`config.mk`:
```
export PLATFORM = sky130hd
export DESIGN_NAME = packed_index_unpacker_core
export DESIGN_NICKNAME = d
export VERILOG_FILES = /design/src/hw/rtl/pidx_pkg.sv /design/src/hw/rtl/pidx_front.sv /design/src/hw/rtl/pidx_back.sv /design/src/hw/rtl/packed_index_unpacker_core.sv
export SDC_FILE = /design/constraint.sdc
export NUM_CORES = 1
export LEC_CHECK = 0
export BUFFER_PORTS_ARGS = -buffer_cell sky130_fd_sc_hd__buf_2
export CELL_PAD_IN_SITES_DETAIL_PLACEMENT = 0
export CELL_PAD_IN_SITES_GLOBAL_PLACEMENT = 2
export CORE_UTILIZATION = 42
export CTS_CLUSTER_DIAMETER = 40
export DETAILED_ROUTE_END_ITERATION = 7
export HOLD_SLACK_MARGIN = 0.08
export PLACE_DENSITY_LB_ADDON = 0.12
export SLEW_MARGIN = 20
export SYNTH_ARGS = -nofsm -noshare
export SYNTH_HDL_FRONTEND = slang
export SYNTH_HIERARCHICAL = 1
export SYNTH_SLANG_ARGS = --single-unit
```
`constraint.sdc`:
```
create_clock -name i_clk -period 7.3 [get_ports i_clk]
set_clock_uncertainty 0.2 [all_clocks]
set_input_delay 0.365 -clock i_clk [delete_from_list [all_inputs] [get_ports i_clk]]
set_output_delay 0.365 -clock i_clk [all_outputs]
set_load 0.01 [all_outputs]
```
`src/hw/rtl/pidx_pkg.sv`:
```
// Shared types, constants and helper functions for the packed index unpacker.
// Used by pidx_front, pidx_back and packed_index_unpacker_core; no dependencies.

package pidx_pkg;

    localparam int PIDX_SIDE_DEFAULT   = 16;
    localparam int PIDX_QDEPTH_DEFAULT = 2;

    localparam int WORD_W  = 64;
    localparam int IDX_W   = 12;
    localparam int PAL_W   = 13;
    localparam int COORD_W = 4;
    localparam int ENTRY_W = 13;
    localparam int CNT_W   = 4;
    localparam int POS_W   = 7;
    localparam int CARRY_W = IDX_W - 1;
    localparam int OUT_W   = IDX_W + 3 * COORD_W;

    localparam logic [PAL_W-1:0] MAX_PALETTE = 13'd4096;

    // One input word together with its end-of-section flag.
    typedef struct packed {
        logic              fin;
        logic [WORD_W-1:0] word;
    } t_word_item;

    // Observation of the back end's control state.
    typedef struct packed {
        logic               busy;
        logic [ENTRY_W-1:0] entry;
        logic [CNT_W-1:0]   carry_cnt;
        logic [CNT_W-1:0]   width;
    } t_back_status;

    function automatic logic [PAL_W-1:0] eff_palette(input logic [PAL_W-1:0] ps);
        return (ps > MAX_PALETTE) ? MAX_PALETTE : ps;
    endfunction

    // Smallest width of at least one bit whose range covers the palette.
    function automatic logic [CNT_W-1:0] field_width(input logic [PAL_W-1:0] ps);
        logic [PAL_W-1:0] eff;
        logic [CNT_W-1:0] w;
        eff = eff_palette(ps);
        w   = CNT_W'(1);
        for (int k = 1; k < IDX_W; k++) begin
            if ((PAL_W'(1) << k) < eff) begin
                w = CNT_W'(k + 1);
            end
        end
        return w;
    endfunction

endpackage

```
`src/hw/rtl/pidx_front.sv`:
```
// Front end of the packed index unpacker: accepts words and queues them.
// Depends on pidx_pkg for the queued item type.

module pidx_front
    import pidx_pkg::*;
#(
    parameter int QDEPTH = PIDX_QDEPTH_DEFAULT
) (
    input  logic       i_clk,
    input  logic       i_rst_n,
    input  logic       s_axis_tvalid,
    output logic       s_axis_tready,
    input  logic [WORD_W-1:0] s_axis_tdata,  // word
    input  logic       s_axis_tlast,
    output t_word_item o_item,
    output logic       o_item_valid,
    input  logic       i_item_ready
);

    localparam int PTR_W = $clog2(QDEPTH);
    localparam int CNT_QW = $clog2(QDEPTH + 1);
    localparam logic [PTR_W-1:0] PTR_LAST = PTR_W'(QDEPTH - 1);
    localparam logic [CNT_QW-1:0] CNT_FULL = CNT_QW'(QDEPTH);

    t_word_item r_mem [QDEPTH];
    logic [PTR_W-1:0]  r_wr, n_wr;
    logic [PTR_W-1:0]  r_rd, n_rd;
    logic [CNT_QW-1:0] r_count, n_count;
    logic push, pop;

    assign s_axis_tready = (r_count != CNT_FULL);
    assign o_item_valid  = (r_count != '0);
    assign o_item        = r_mem[r_rd];

    assign push = s_axis_tvalid && s_axis_tready;
    assign pop  = o_item_valid && i_item_ready;

    always_comb begin
        n_wr    = r_wr;
        n_rd    = r_rd;
        n_count = r_count;
        if (push) begin
            n_wr = (r_wr == PTR_LAST) ? '0 : r_wr + PTR_W'(1);
        end
        if (pop) begin
            n_rd = (r_rd == PTR_LAST) ? '0 : r_rd + PTR_W'(1);
        end
        case ({push, pop})
            2'b10:   n_count = r_count + CNT_QW'(1);
            2'b01:   n_count = r_count - CNT_QW'(1);
            default: n_count = r_count;
        endcase
    end

    always_ff @(posedge i_clk) begin
        if (!i_rst_n) begin
            r_wr    <= '0;
            r_rd    <= '0;
            r_count <= '0;
        end else begin
            r_wr    <= n_wr;
            r_rd    <= n_rd;
            r_count <= n_count;
        end
    end

    always_ff @(posedge i_clk) begin
        if (push) begin
            r_mem[r_wr] <= '{fin: s_axis_tlast, word: s_axis_tdata};
        end
    end

endmodule

```
`src/hw/rtl/pidx_back.sv`:
```
// Back end of the packed index unpacker: slices one queued word into indices,
// one per cycle while the result register is free, and drives that register. Depends on pidx_pkg.

module pidx_back
    import pidx_pkg::*;
#(
    parameter int SIDE = PIDX_SIDE_DEFAULT
) (
    input  logic               i_clk,
    input  logic               i_rst_n,
    input  logic               i_cfg_we,
    input  logic [PAL_W-1:0]   i_cfg_wdata,
    input  t_word_item         i_item,
    input  logic               i_item_valid,
    output logic               o_item_ready,
    output logic               o_m_tvalid,
    input  logic               i_m_tready,
    output logic [OUT_W-1:0]   o_m_tdata,  // index, pos_x, pos_y, pos_z
    output logic               o_m_tlast,
    output logic [0:0]         o_m_tuser,  // section_done
    output t_back_status       o_status
);

    localparam logic [ENTRY_W-1:0] TOTAL   = ENTRY_W'(SIDE * SIDE * SIDE);
    localparam logic [COORD_W-1:0] SIDE_M1 = COORD_W'(SIDE - 1);
    localparam logic [POS_W:0]     WORD_END = (POS_W + 1)'(WORD_W);

    // Control state.
    logic               r_busy, n_busy;
    logic               r_comb, n_comb;
    logic [POS_W-1:0]   r_p, n_p;
    logic [CARRY_W-1:0] r_carry, n_carry;
    logic [CNT_W-1:0]   r_cc, n_cc;
    logic [ENTRY_W-1:0] r_entry, n_entry;
    logic [COORD_W-1:0] r_x, n_x, r_y, n_y, r_z, n_z;
    logic [PAL_W-1:0]   r_palette, n_palette;
    logic [CNT_W-1:0]   r_width, n_width;
    logic               r_m_valid, n_m_valid;

    // Payload.
    logic [WORD_W-1:0]  r_word, n_word;
    logic               r_fin, n_fin;
    logic [OUT_W-1:0]   r_m_data, n_m_data;
    logic               r_m_last, n_m_last;
    logic               r_m_done, n_m_done;

    logic               full, out_free, emit, has_next;
    logic [IDX_W-1:0]   ext, ext_sh, raw, mask, masked, clamped;
    logic [POS_W-1:0]   p_next;
    logic [POS_W:0]     pw, pnw;
    logic [ENTRY_W-1:0] entry_next;
    logic [CARRY_W-1:0] tail;
    logic [PAL_W-1:0]   eff;
    logic [COORD_W-1:0] x_adv, y_adv, z_adv;

    assign o_item_ready = !r_busy && !i_cfg_we;
    assign o_m_tvalid   = r_m_valid;
    assign o_m_tdata    = r_m_data;
    assign o_m_tlast    = r_m_last;
    assign o_m_tuser    = r_m_done;
    assign o_status     = '{busy: r_busy, entry: r_entry, carry_cnt: r_cc, width: r_width};

    // Datapath of one slicing step.
    always_comb begin
        full     = (r_entry >= TOTAL);
        out_free = !r_m_valid || i_m_tready;
        ext      = IDX_W'(r_word >> r_p);
        ext_sh   = ext << r_cc;
        mask     = IDX_W'((IDX_W + 1)'(1) << r_width) - IDX_W'(1);
        eff      = eff_palette(r_palette);
        pw       = {1'b0, r_p} + (POS_W + 1)'(r_width);

        // The first index of a word joins the bits left over from the previous one.
        if (r_comb) begin
            raw    = IDX_W'(r_carry) | ext_sh;
            p_next = POS_W'(r_width - r_cc);
        end else if (pw <= WORD_END) begin
            raw    = ext;
            p_next = POS_W'(pw);
        end else begin
            raw    = ext;
            p_next = POS_W'(WORD_W);
        end

        masked     = raw & mask;
        clamped    = ({1'b0, masked} >= eff) ? '0 : masked;
        entry_next = r_entry + ENTRY_W'(1);
        pnw        = {1'b0, p_next} + (POS_W + 1)'(r_width);
        has_next   = (entry_next < TOTAL) &&
                     ((pnw <= WORD_END) || (r_fin && ({1'b0, p_next} < WORD_END)));
        tail       = CARRY_W'(r_word >> p_next);

        x_adv = r_x + COORD_W'(1);
        z_adv = r_z;
        y_adv = r_y;
        if (r_x == SIDE_M1) begin
            x_adv = '0;
            z_adv = r_z + COORD_W'(1);
            if (r_z == SIDE_M1) begin
                z_adv = '0;
                y_adv = r_y + COORD_W'(1);
            end
        end
    end

    always_comb begin
        n_busy    = r_busy;
        n_comb    = r_comb;
        n_p       = r_p;
        n_carry   = r_carry;
        n_cc      = r_cc;
        n_entry   = r_entry;
        n_x       = r_x;
        n_y       = r_y;
        n_z       = r_z;
        n_palette = r_palette;
        n_width   = r_width;
        n_word    = r_word;
        n_fin     = r_fin;
        n_m_valid = r_m_valid && !i_m_tready;
        n_m_data  = r_m_data;
        n_m_last  = r_m_last;
        n_m_done  = r_m_done;
        emit      = 1'b0;

        if (i_cfg_we) begin
            n_palette = i_cfg_wdata;
            n_width   = field_width(i_cfg_wdata);
            n_carry   = '0;
            n_cc      = '0;
            n_entry   = '0;
            n_x       = '0;
            n_y       = '0;
            n_z       = '0;
        end else if (r_busy) begin
            if (full) begin
                // A full section drops the word and only waits for its end.
                n_busy  = 1'b0;
                n_carry = '0;
                n_cc    = '0;
                if (r_fin) begin
                    n_entry = '0;
                    n_x     = '0;
                    n_y     = '0;
                    n_z     = '0;
                end
            end else if (out_free) begin
                emit      = 1'b1;
                n_m_valid = 1'b1;
                n_m_data  = {r_z, r_y, r_x, clamped};
                n_m_last  = !has_next;
                n_m_done  = (entry_next >= TOTAL) || (!has_next && r_fin);
                n_entry   = entry_next;
                n_x       = x_adv;
                n_y       = y_adv;
                n_z       = z_adv;
                n_p       = p_next;
                n_comb    = 1'b0;
                if (!has_next) begin
                    n_busy = 1'b0;
                    if (r_fin) begin
                        n_carry = '0;
                        n_cc    = '0;
                        n_entry = '0;
                        n_x     = '0;
                        n_y     = '0;
                        n_z     = '0;
                    end else if ((entry_next < TOTAL) && ({1'b0, p_next} < WORD_END)) begin
                        n_carry = tail;
                        n_cc    = CNT_W'(WORD_END - {1'b0, p_next});
                    end else begin
                        n_carry = '0;
                        n_cc    = '0;
                    end
                end
            end
        end else if (i_item_valid) begin
            n_busy = 1'b1;
            n_word = i_item.word;
            n_fin  = i_item.fin;
            n_p    = '0;
            n_comb = (r_cc != '0);
        end
    end

    always_ff @(posedge i_clk) begin
        if (!i_rst_n) begin
            r_busy    <= 1'b0;
            r_comb    <= 1'b0;
            r_p       <= '0;
            r_carry   <= '0;
            r_cc      <= '0;
            r_entry   <= '0;
            r_x       <= '0;
            r_y       <= '0;
            r_z       <= '0;
            r_palette <= PAL_W'(1);
            r_width   <= CNT_W'(1);
            r_m_valid <= 1'b0;
        end else begin
            r_busy    <= n_busy;
            r_comb    <= n_comb;
            r_p       <= n_p;
            r_carry   <= n_carry;
            r_cc      <= n_cc;
            r_entry   <= n_entry;
            r_x       <= n_x;
            r_y       <= n_y;
            r_z       <= n_z;
            r_palette <= n_palette;
            r_width   <= n_width;
            r_m_valid <= n_m_valid;
        end
    end

    always_ff @(posedge i_clk) begin
        r_word <= n_word;
        r_fin  <= n_fin;
        if (emit) begin
            r_m_data <= n_m_data;
            r_m_last <= n_m_last;
            r_m_done <= n_m_done;
        end
    end

endmodule

```
`src/hw/rtl/packed_index_unpacker_core.sv`:
```
// Packed index unpacker, top level: word queue in front, slicing engine behind.
// The first index of a word passes the word queue, the engine's word register and the result register.
// The engine loads a word, then emits each index it completes, and takes no new word until it is through;
// while the receiver is ready, the slicing engine emits one index a cycle.
// A word arriving once the section is full is loaded and dropped, and yields nothing.
// Reset clears the queue and all section state and sets the palette size to one.

module packed_index_unpacker_core
    import pidx_pkg::*;
#(
    parameter int SIDE   = PIDX_SIDE_DEFAULT,
    parameter int QDEPTH = PIDX_QDEPTH_DEFAULT
) (
    input  logic              i_clk,
    input  logic              i_rst_n,
    input  logic              i_cfg_we,
    input  logic [PAL_W-1:0]  i_cfg_wdata,
    input  logic              s_axis_tvalid,
    output logic              s_axis_tready,
    input  logic [WORD_W-1:0] s_axis_tdata,  // word
    input  logic              s_axis_tlast,  // last_word
    output logic              m_axis_tvalid,
    input  logic              m_axis_tready,
    output logic [OUT_W-1:0]  m_axis_tdata,  // index[11:0], pos_x, pos_y, pos_z
    output logic              m_axis_tlast,  // last
    output logic [0:0]        m_axis_tuser   // section_done
);

    localparam logic [ENTRY_W-1:0] TOTAL = ENTRY_W'(SIDE * SIDE * SIDE);

    t_word_item   item;
    logic         item_valid, item_ready;
    t_back_status status;

    pidx_front #(
        .QDEPTH (QDEPTH)
    ) u_front (
        .i_clk         (i_clk),
        .i_rst_n       (i_rst_n),
        .s_axis_tvalid (s_axis_tvalid),
        .s_axis_tready (s_axis_tready),
        .s_axis_tdata  (s_axis_tdata),
        .s_axis_tlast  (s_axis_tlast),
        .o_item        (item),
        .o_item_valid  (item_valid),
        .i_item_ready  (item_ready)
    );

    pidx_back #(
        .SIDE (SIDE)
    ) u_back (
        .i_clk        (i_clk),
        .i_rst_n      (i_rst_n),
        .i_cfg_we     (i_cfg_we),
        .i_cfg_wdata  (i_cfg_wdata),
        .i_item       (item),
        .i_item_valid (item_valid),
        .o_item_ready (item_ready),
        .o_m_tvalid   (m_axis_tvalid),
        .i_m_tready   (m_axis_tready),
        .o_m_tdata    (m_axis_tdata),
        .o_m_tlast    (m_axis_tlast),
        .o_m_tuser    (m_axis_tuser),
        .o_status     (status)
    );

    // A result that completes the section is always the final one of its word.
    assert property (@(posedge i_clk) disable iff (!i_rst_n)
        (m_axis_tvalid && m_axis_tuser[0]) |-> m_axis_tlast)
        else $error("section_done without last");

    // The entry count never runs past the section size.
    assert property (@(posedge i_clk) disable iff (!i_rst_n)
        status.entry <= TOTAL)
        else $error("entry count beyond section size");

    // Leftover bits never make up a whole index.
    assert property (@(posedge i_clk) disable iff (!i_rst_n)
        status.carry_cnt < status.width)
        else $error("carry holds a complete index");

    // A configuration write starts a fresh section.
    assert property (@(posedge i_clk) disable iff (!i_rst_n)
        i_cfg_we |=> (status.entry == '0) && (status.carry_cnt == '0))
        else $error("section state not cleared by configuration");

endmodule

```
==> qor_table.md, run 1 <==
| Quantity | Value | Unit |
|---|---|---|
| Die Y | 212 | µm |
| Final cycle utilization of the critical path | 79.4 | % |
| Worst setup margin | 1.51 | ns |
| Static leakage power | 7.52 | nW |
| First-pass GRT wire length | 86.8 | mm |
| Post-Synthesis Net Count | 1784 | - |
| Total half-perimeter wirelength after legalization and detailed placement | 40.4 | mm |
| Post-synth design cell area | 18500 | µm² |
| Worst r2r path cells | 19 | - |
| Most frequent standard cell in the layout excluding fill and tap cells | sky130_fd_sc_hd__edfxtp_1 | - |
| Cell with the largest stage delay on the worst path | sky130_fd_sc_hd__dfxtp_4 | - |
| Clock root buffer | sky130_fd_sc_hd__clkbuf_16 | - |
| Synthesis-to-finish area growth | 17.6 | % |
| Tightest slew margin relative to the limit | 25.8 | % |
| Fraction of layout instances using a drive strength above 1 | 22.0 | % |
| Die X | 212 | µm |
| Level count of the clock H-tree | 2 | - |
| Routed WL | 56.6 | mm |
| Post-Syn Instances | 1664 | - |
| Average instance area after synthesis | 11.1 | µm² |
| Instance count after placement with tap cells included | 2272 | - |
| Number of fill cells in the layout | 3896 | - |
| Crit-path cells | buf_4 -> mux2i_1 -> a222oi_1 -> and3_1 -> a211oi_1 -> nand3_1 -> mux2i_1 -> o21ai_1 -> a211oi_1 -> nor3_1 -> ha_1 -> nor2b_1 -> o21ai_0 -> nand2b_1 -> a21oi_1 -> or3_1 -> a311oi_1 -> buf_4 -> nor3_1 | - |
| Crit. End Element | flop | - |
| Drt via density | 6.00 | - |
| Cell area power density | 292 | nW/µm² |
| Cell family with most CP delay | simple AND/OR/NAND/NOR gates | - |
| Overall power | 6.35 | mW |
| Placement row count | 76 | - |
| Insertion delay to the later sink of the worst-skew pair | 0.58 | ns |
| Initial antenna violation count | 0 | - |
| Count of pins on the block boundary | 111 | - |
| Count of unresolved DRC violations after routing | 0 | - |
| Reg2Reg Launch Point | u_back/r_p[1] | - |
| Combined buffer and inverter count along the critical path | 2 | - |
| Longest Clk Path Bufs | 3 | - |
| Area after detailed placement | 19300 | µm² |
| Reg-to-reg endpoint | u_back/o_m_tdata[11] | - |
| Clock tree from TritonCTS | done | - |
| Number of max-slew violations in the final report | 0 | - |
| Multi-input gate area | 9620 | µm² |
| Count of buffers from port buffering | 110 | - |
| Setup slack on the worst flop-to-flop path | 1.51 | ns |
| Tightest Pin Transition | 1.11 | ns |
| Worst Hold Endpoint | u_front/r_wr | - |
| Largest driver fanout on the critical path | 71 | - |
| Area of the core region | 43200 | µm² |
| Number of vias after detailed routing | 14600 | - |
| Top achievable clock speed | 0.173 | GHz |
| TritonCTS Buffers | 44 | - |
| Critical Path Start Type | flop | - |
| Number of clock sinks | 293 | - |
| Final routed wire length divided by cell count | 23.2 | µm |
| Number of DRC markers in iteration 0 | 1458 | - |
| # Max-Cap Violations | 0 | - |
| Arrival @ worst endpoint | 5.87 | ns |
| Yosys warnings | 6 | - |
| Number of post-CTS setup repair buffers | 0 | - |
| FF+latch area | 8090 | µm² |
| Vias in the first global route | 14300 | - |
| Hold-fix buffers, CTS | 80 | - |
| Total congestion overflow after global routing | 0 | - |
| Top library cells by usage in the layout, fill and taps aside | sky130_fd_sc_hd__edfxtp_1 (221), sky130_fd_sc_hd__mux2i_1 (142), sky130_fd_sc_hd__nand2_1 (121) | - |
| Worst Setup Path Type | flop to flop | - |
| Overall fraction of global-route tracks in use | 25.5 | % |
| Place WS | 1.60 | ns |
| Register clock-pin slew on the reported worst setup and hold paths | 0.05 | ns |
| Worst hold slack | 0.116 | ns |
| Final standard cell count with taps included and fillers excluded | 2433 | - |
| Min-Delay Path Class | input pin to flop | - |
| Setup TNS after final layout | 0 | ns |
| Final weighted congestion in routability-driven placement | 0.988 | - |
| Critical Path RT | 7.38 | ns |
| Pin count of the biggest net entering global routing | 72 | - |
| Worst Hold Depth | 2 | - |
| Router iterations before antenna repair | 6 | - |
| Finished layout cell area | 21700 | µm² |
| Status | complete, no violations | - |
| Antenna Nets Post-Route | 0 | - |
| CP max stage delay | 1.01 | ns |
| Net count of the finished layout | 1933 | - |
| Minimum clock period | 5.79 | ns |
| Max IR drop VDD | 0.000274 | V |
| Post-cts repair resize count | 0 | - |
| Starting Density | 42.8 | % |
| End-of-flow core utilization | 50.3 | % |
| Setup violation total in the final timing report | 0 | - |
| Final hold violation count | 0 | - |
| Unrepaired setup endpoints after global routing | false | - |
| Die area | 44800 | µm² |
| Number of diodes | 0 | - |
| Worst min-delay path startpoint | i_rst_n | - |
## routing by layer
| metal | vias to the layer above | global-route usage [%] | part of all wire [%] |
|---|---|---|---|
| li1 | 6797 | - | - |
| met2 | 525 | 37.3 | 43 |
| met4 | 0 | 7.52 | 2.2 |
| met5 | - | 0 | 0 |
| met1 | 7198 | 38.1 | 48 |
| met3 | 81 | 4.81 | 6.5 |
## report_power, final
part | switching, mW | internal [mW]
combinational | 1.02 | 0.770
clock | 0.805 | 1.35
sequential | 0.286 | 2.12
total | 2.11 | 4.24
## flip-flops by register name (all words and copies together), names as in the netlist, 2 cells and up, named ones only
register          cells
u_back/r_p            7
u_back/r_palette     13
u_back/r_cc           4
u_back/r_carry       11
u_back/r_z            4
u_front/r_count       2
u_back/r_entry       13
u_front/r_mem       130
u_back/o_m_tdata     24
u_back/r_y            4
u_back/r_word        64
u_back/r_x            4
u_back/r_width        4
## area by class of cell
class | instances | area share, %
timing repair buffer | 220 | 7.26
clock inverter | 30 | 1.67
tap | 585 | 3.37
inverter | 33 | 0.571
clock buffer | 51 | 5.53
multi-input combinational | 1221 | 44.3
sequential | 293 | 37.3
## how the worst max path moves through the flow
stage | cells after the start | end | slack (ns) | start
after floorplan | 19 | u_back/r_entry[11] | 2.05 | u_back/r_width[0]
after global placement | 16 | u_back/o_m_tdata[9] | 1.61 | u_back/r_p[1]
after detailed placement | 16 | u_back/o_m_tdata[10] | 1.60 | u_back/r_p[1]
after CTS | 16 | u_back/o_m_tdata[10] | 1.56 | u_back/r_p[1]
after global routing | 15 | u_back/r_entry[6] | 1.01 | u_back/r_p[1]
final | 19 | u_back/o_m_tdata[11] | 1.51 | u_back/r_p[1]
(Power assumes the default switching activity.)
==> run 2: changes to the inputs <==
Settings changed: CORE_UTILIZATION 42 to 38.
Clock period 7.3 ns to 5.3 ns, I/O delays scaled along.
==> run 2 against run 1 <==
Highest routed layer unchanged. Critical path depth fell by 3. Global-route usage down 0.79 points. Sequential power rose by 36%. Maximum frequency up 14%. Non-clock buffer count grew 82. First-iteration DRC count fell by 1.4%. Power up 43%. Sequential share of layout area decreased by 1.4 points. Setup slack worse by 1.3 ns. Clock power up 41%.
==> qor_table.md, run 2 (synthesis results as in run 1) <==
| Quantity | Value | Unit | vs previous |
|---|---|---|---|
| Status | complete, no violations | - |  |
| Routed WL | 61.9 | mm | +9.4% |
| Number of vias after detailed routing | 15000 | - | +2.8% |
| Die area | 49500 | µm² | +10% |
| Critical Path RT | 5.37 | ns | -2.01 ns |
| Largest Register | u_front/r_mem | - |  |
| Number of clock sinks | 293 | - | unchanged |
| Count of unresolved DRC violations after routing | 0 | - | unchanged |
| Instance count after placement with tap cells included | 2380 | - | +4.8% |
| Initial antenna violation count | 1 | - | +1 |
| Most frequent standard cell in the layout excluding fill and tap cells | sky130_fd_sc_hd__edfxtp_1 | - |  |
| Tightest slew margin relative to the limit | 28.2 | % | +2.4 points |
| First-pass GRT wire length | 92.8 | mm | +6.9% |
| Antenna Nets Post-Route | 0 | - | unchanged |
| Final standard cell count with taps included and fillers excluded | 2552 | - | +4.9% |
| Max IR drop VDD | 0.000295 | V | +7.5% |
| Final cycle utilization of the critical path | 96.0 | % | +17 points |
| Clock root buffer | sky130_fd_sc_hd__clkbuf_16 | - |  |
| Worst setup margin | 0.213 | ns | -1.29 ns |
| Level count of the clock H-tree | 2 | - | unchanged |
| Min-Delay Path Class | input pin to flop | - |  |
| Combinational share of power | 30.3 | % | +2.1 points |
| Cell area power density | 401 | nW/µm² | +37% |
| End-of-flow core utilization | 47.2 | % | -3.1 points |
| Final routed wire length divided by cell count | 24.3 | µm | +4.3% |
| # Max-Cap Violations | 0 | - | unchanged |
| Fraction of layout instances using a drive strength above 1 | 26.2 | % | +4.2 points |
| Net count of the finished layout | 2018 | - | +4.4% |
| Die Y | 222 | µm | +5.1% |
| Area of the core region | 47800 | µm² | +11% |
| Overall power | 9.05 | mW | +43% |
| Placement row count | 80 | - | +5.3% |
| Router iterations before antenna repair | 6 | - | unchanged |
| Vias in the first global route | 14700 | - | +3.1% |
| Setup violation total in the final timing report | 0 | - | unchanged |
| Area after detailed placement | 20000 | µm² | +3.7% |
| Worst Setup Path Type | flop to flop | - |  |
| Clock tree from TritonCTS | done | - |  |
| Largest driver fanout on the critical path | 9 | - | -87% |
| Number of diodes | 0 | - | unchanged |
| Tightest Pin Transition | 1.06 | ns | -0.0486 ns |
| Unrepaired setup endpoints after global routing | false | - |  |
| Number of DRC markers in iteration 0 | 1438 | - | -1.4% |
| Top achievable clock speed | 0.197 | GHz | +14% |
| Count of buffers from port buffering | 110 | - | unchanged |
| Minimum clock period | 5.09 | ns | -0.707 ns |
| Number of post-CTS setup repair buffers | 0 | - | unchanged |
| Largest register FFs | 130 | - | unchanged |
| Starting Density | 38.6 | % | -4.2 points |
| Count of pins on the block boundary | 111 | - | unchanged |
| Seq pwr share | 36.2 | % | -1.7 points |
| Total congestion overflow after global routing | 0 | - | unchanged |
| Arrival @ worst endpoint | 5.15 | ns | -0.72 ns |
| Pin count of the biggest net entering global routing | 66 | - | -8.3% |
| Final weighted congestion in routability-driven placement | 0.917 | - | -7.1% |
| Register clock-pin slew on the reported worst setup and hold paths | 0.05 | ns | about the same |
| Die X | 222 | µm | +5.1% |
| Insertion delay to the later sink of the worst-skew pair | 0.58 | ns | about the same |
| Setup TNS after final layout | 0 | ns | unchanged |
| Finished layout cell area | 22600 | µm² | +4.0% |
| Top library cells by usage in the layout, fill and taps aside | sky130_fd_sc_hd__edfxtp_1 (221), sky130_fd_sc_hd__mux2i_1 (139), sky130_fd_sc_hd__nand2_1 (121) | - |  |
| Final hold violation count | 0 | - | unchanged |
| Drt via density | 5.88 | - | -2.0% |
| Crit. End Element | flop | - |  |
| Worst hold slack | 0.131 | ns | +0.0153 ns |
| Switch Pwr | 3.11 | mW | +47% |
| Longest Clk Path Bufs | 3 | - | unchanged |
| Synthesis-to-finish area growth | 22.3 | % |  |
| TritonCTS Buffers | 47 | - | +6.8% |
| Sw frac | 34.3 | % | +1.1 points |
| Clk pwr share | 33.4 | % | -0.5 points |
| Critical Path Start Type | flop | - |  |
| Number of max-slew violations in the final report | 0 | - | unchanged |
| Total half-perimeter wirelength after legalization and detailed placement | 46.6 | mm | +15% |
| Overall fraction of global-route tracks in use | 24.7 | % | -0.79 points |
| Place WS | 0.130 | ns | -1.47 ns |
| Static leakage power | 7.95 | nW | +5.7% |
| Internal cell power | 5.94 | mW | +40% |
-- run 2: cell count changes in the layout (fill, tap and decap cells not counted), moves of 3 or more --
| cell | change |
|---|---|
| sky130_fd_sc_hd__buf_4 | +70 |
| sky130_fd_sc_hd__clkbuf_16 | +3 |
| sky130_fd_sc_hd__clkinv_2 | -4 |
| sky130_fd_sc_hd__clkinv_4 | -3 |
| sky130_fd_sc_hd__buf_12 | +7 |
| sky130_fd_sc_hd__dlygate4sd3_1 | +3 |
| sky130_fd_sc_hd__clkinvlp_4 | +9 |
| sky130_fd_sc_hd__inv_6 | +6 |
| sky130_fd_sc_hd__mux2i_1 | -3 |
| sky130_fd_sc_hd__mux2i_2 | +3 |
-- run 2: power by group through the flow --
stage          clock, mW  combinational (mW)  sequential [mW]
2_1_floorplan          0                1.80             3.12
3_3_place_gp           0                2.68             3.31
3_5_place_dp           0                2.65             3.31
4_1_cts             3.09                2.71             3.27
5_1_grt             3.19                2.95             3.31
6_report            3.03                2.74             3.28
-- run 2: routing by layer --
layer | share of wire, % | vias up | track usage, %
met5 | 0 | - | 0
met4 | 1.8 | 0 | 5.87
met3 | 7.2 | 80 | 4.52
met2 | 44 | 554 | 37.0
met1 | 47 | 7427 | 36.8
li1 | - | 6950 | -
-- run 2: path summary, 6_finish.rpt --
check | from | to | slack, ns | cells after the start
max | u_back/r_word[42] | u_back/o_m_tdata[9] | 0.21 | 16
min | i_cfg_we | u_back/r_palette[2] | 0.13 | 3
max reg2reg | u_back/r_word[42] | u_back/o_m_tdata[9] | 0.21 | 16
min reg2reg | u_back/r_carry[8] | u_back/r_carry[8] | 0.25 | 2
-- run 2: final cells by class --
type,count,area (µm²)
clock buffers,51,1230
clock inverters,37,373
fillers,4442,25300
inverters,33,124
multi-input cells,1221,9670
flip-flops and latches,293,8090
well taps,615,769
repair buffers,302,2310
-- run 2: critical path, stage by stage, from the launching register on --
cell	delay [ns]
sky130_fd_sc_hd__edfxtp_1	0.54
sky130_fd_sc_hd__mux2i_1	0.58
sky130_fd_sc_hd__o22ai_1	0.37
sky130_fd_sc_hd__or3_1	0.43
sky130_fd_sc_hd__a21oi_1	0.16
sky130_fd_sc_hd__o31ai_1	0.12
sky130_fd_sc_hd__buf_4	0.18
sky130_fd_sc_hd__mux2_2	0.26
sky130_fd_sc_hd__a31oi_1	0.24
sky130_fd_sc_hd__o211ai_1	0.18
sky130_fd_sc_hd__and2_1	0.18
sky130_fd_sc_hd__ha_1	0.29
sky130_fd_sc_hd__nand4_1	0.10
sky130_fd_sc_hd__or3_1	0.38
sky130_fd_sc_hd__a311oi_1	0.26
sky130_fd_sc_hd__buf_4	0.22
sky130_fd_sc_hd__a211oi_1	0.06
-- run 2: what timing repair did --
item / 4_1_cts / 5_1_grt
hold buffers: 83 / 0
endpoints found under the hold margin: 154 / 0
resized for setup: 0 / 16
endpoints found under the setup margin: 0 / 39
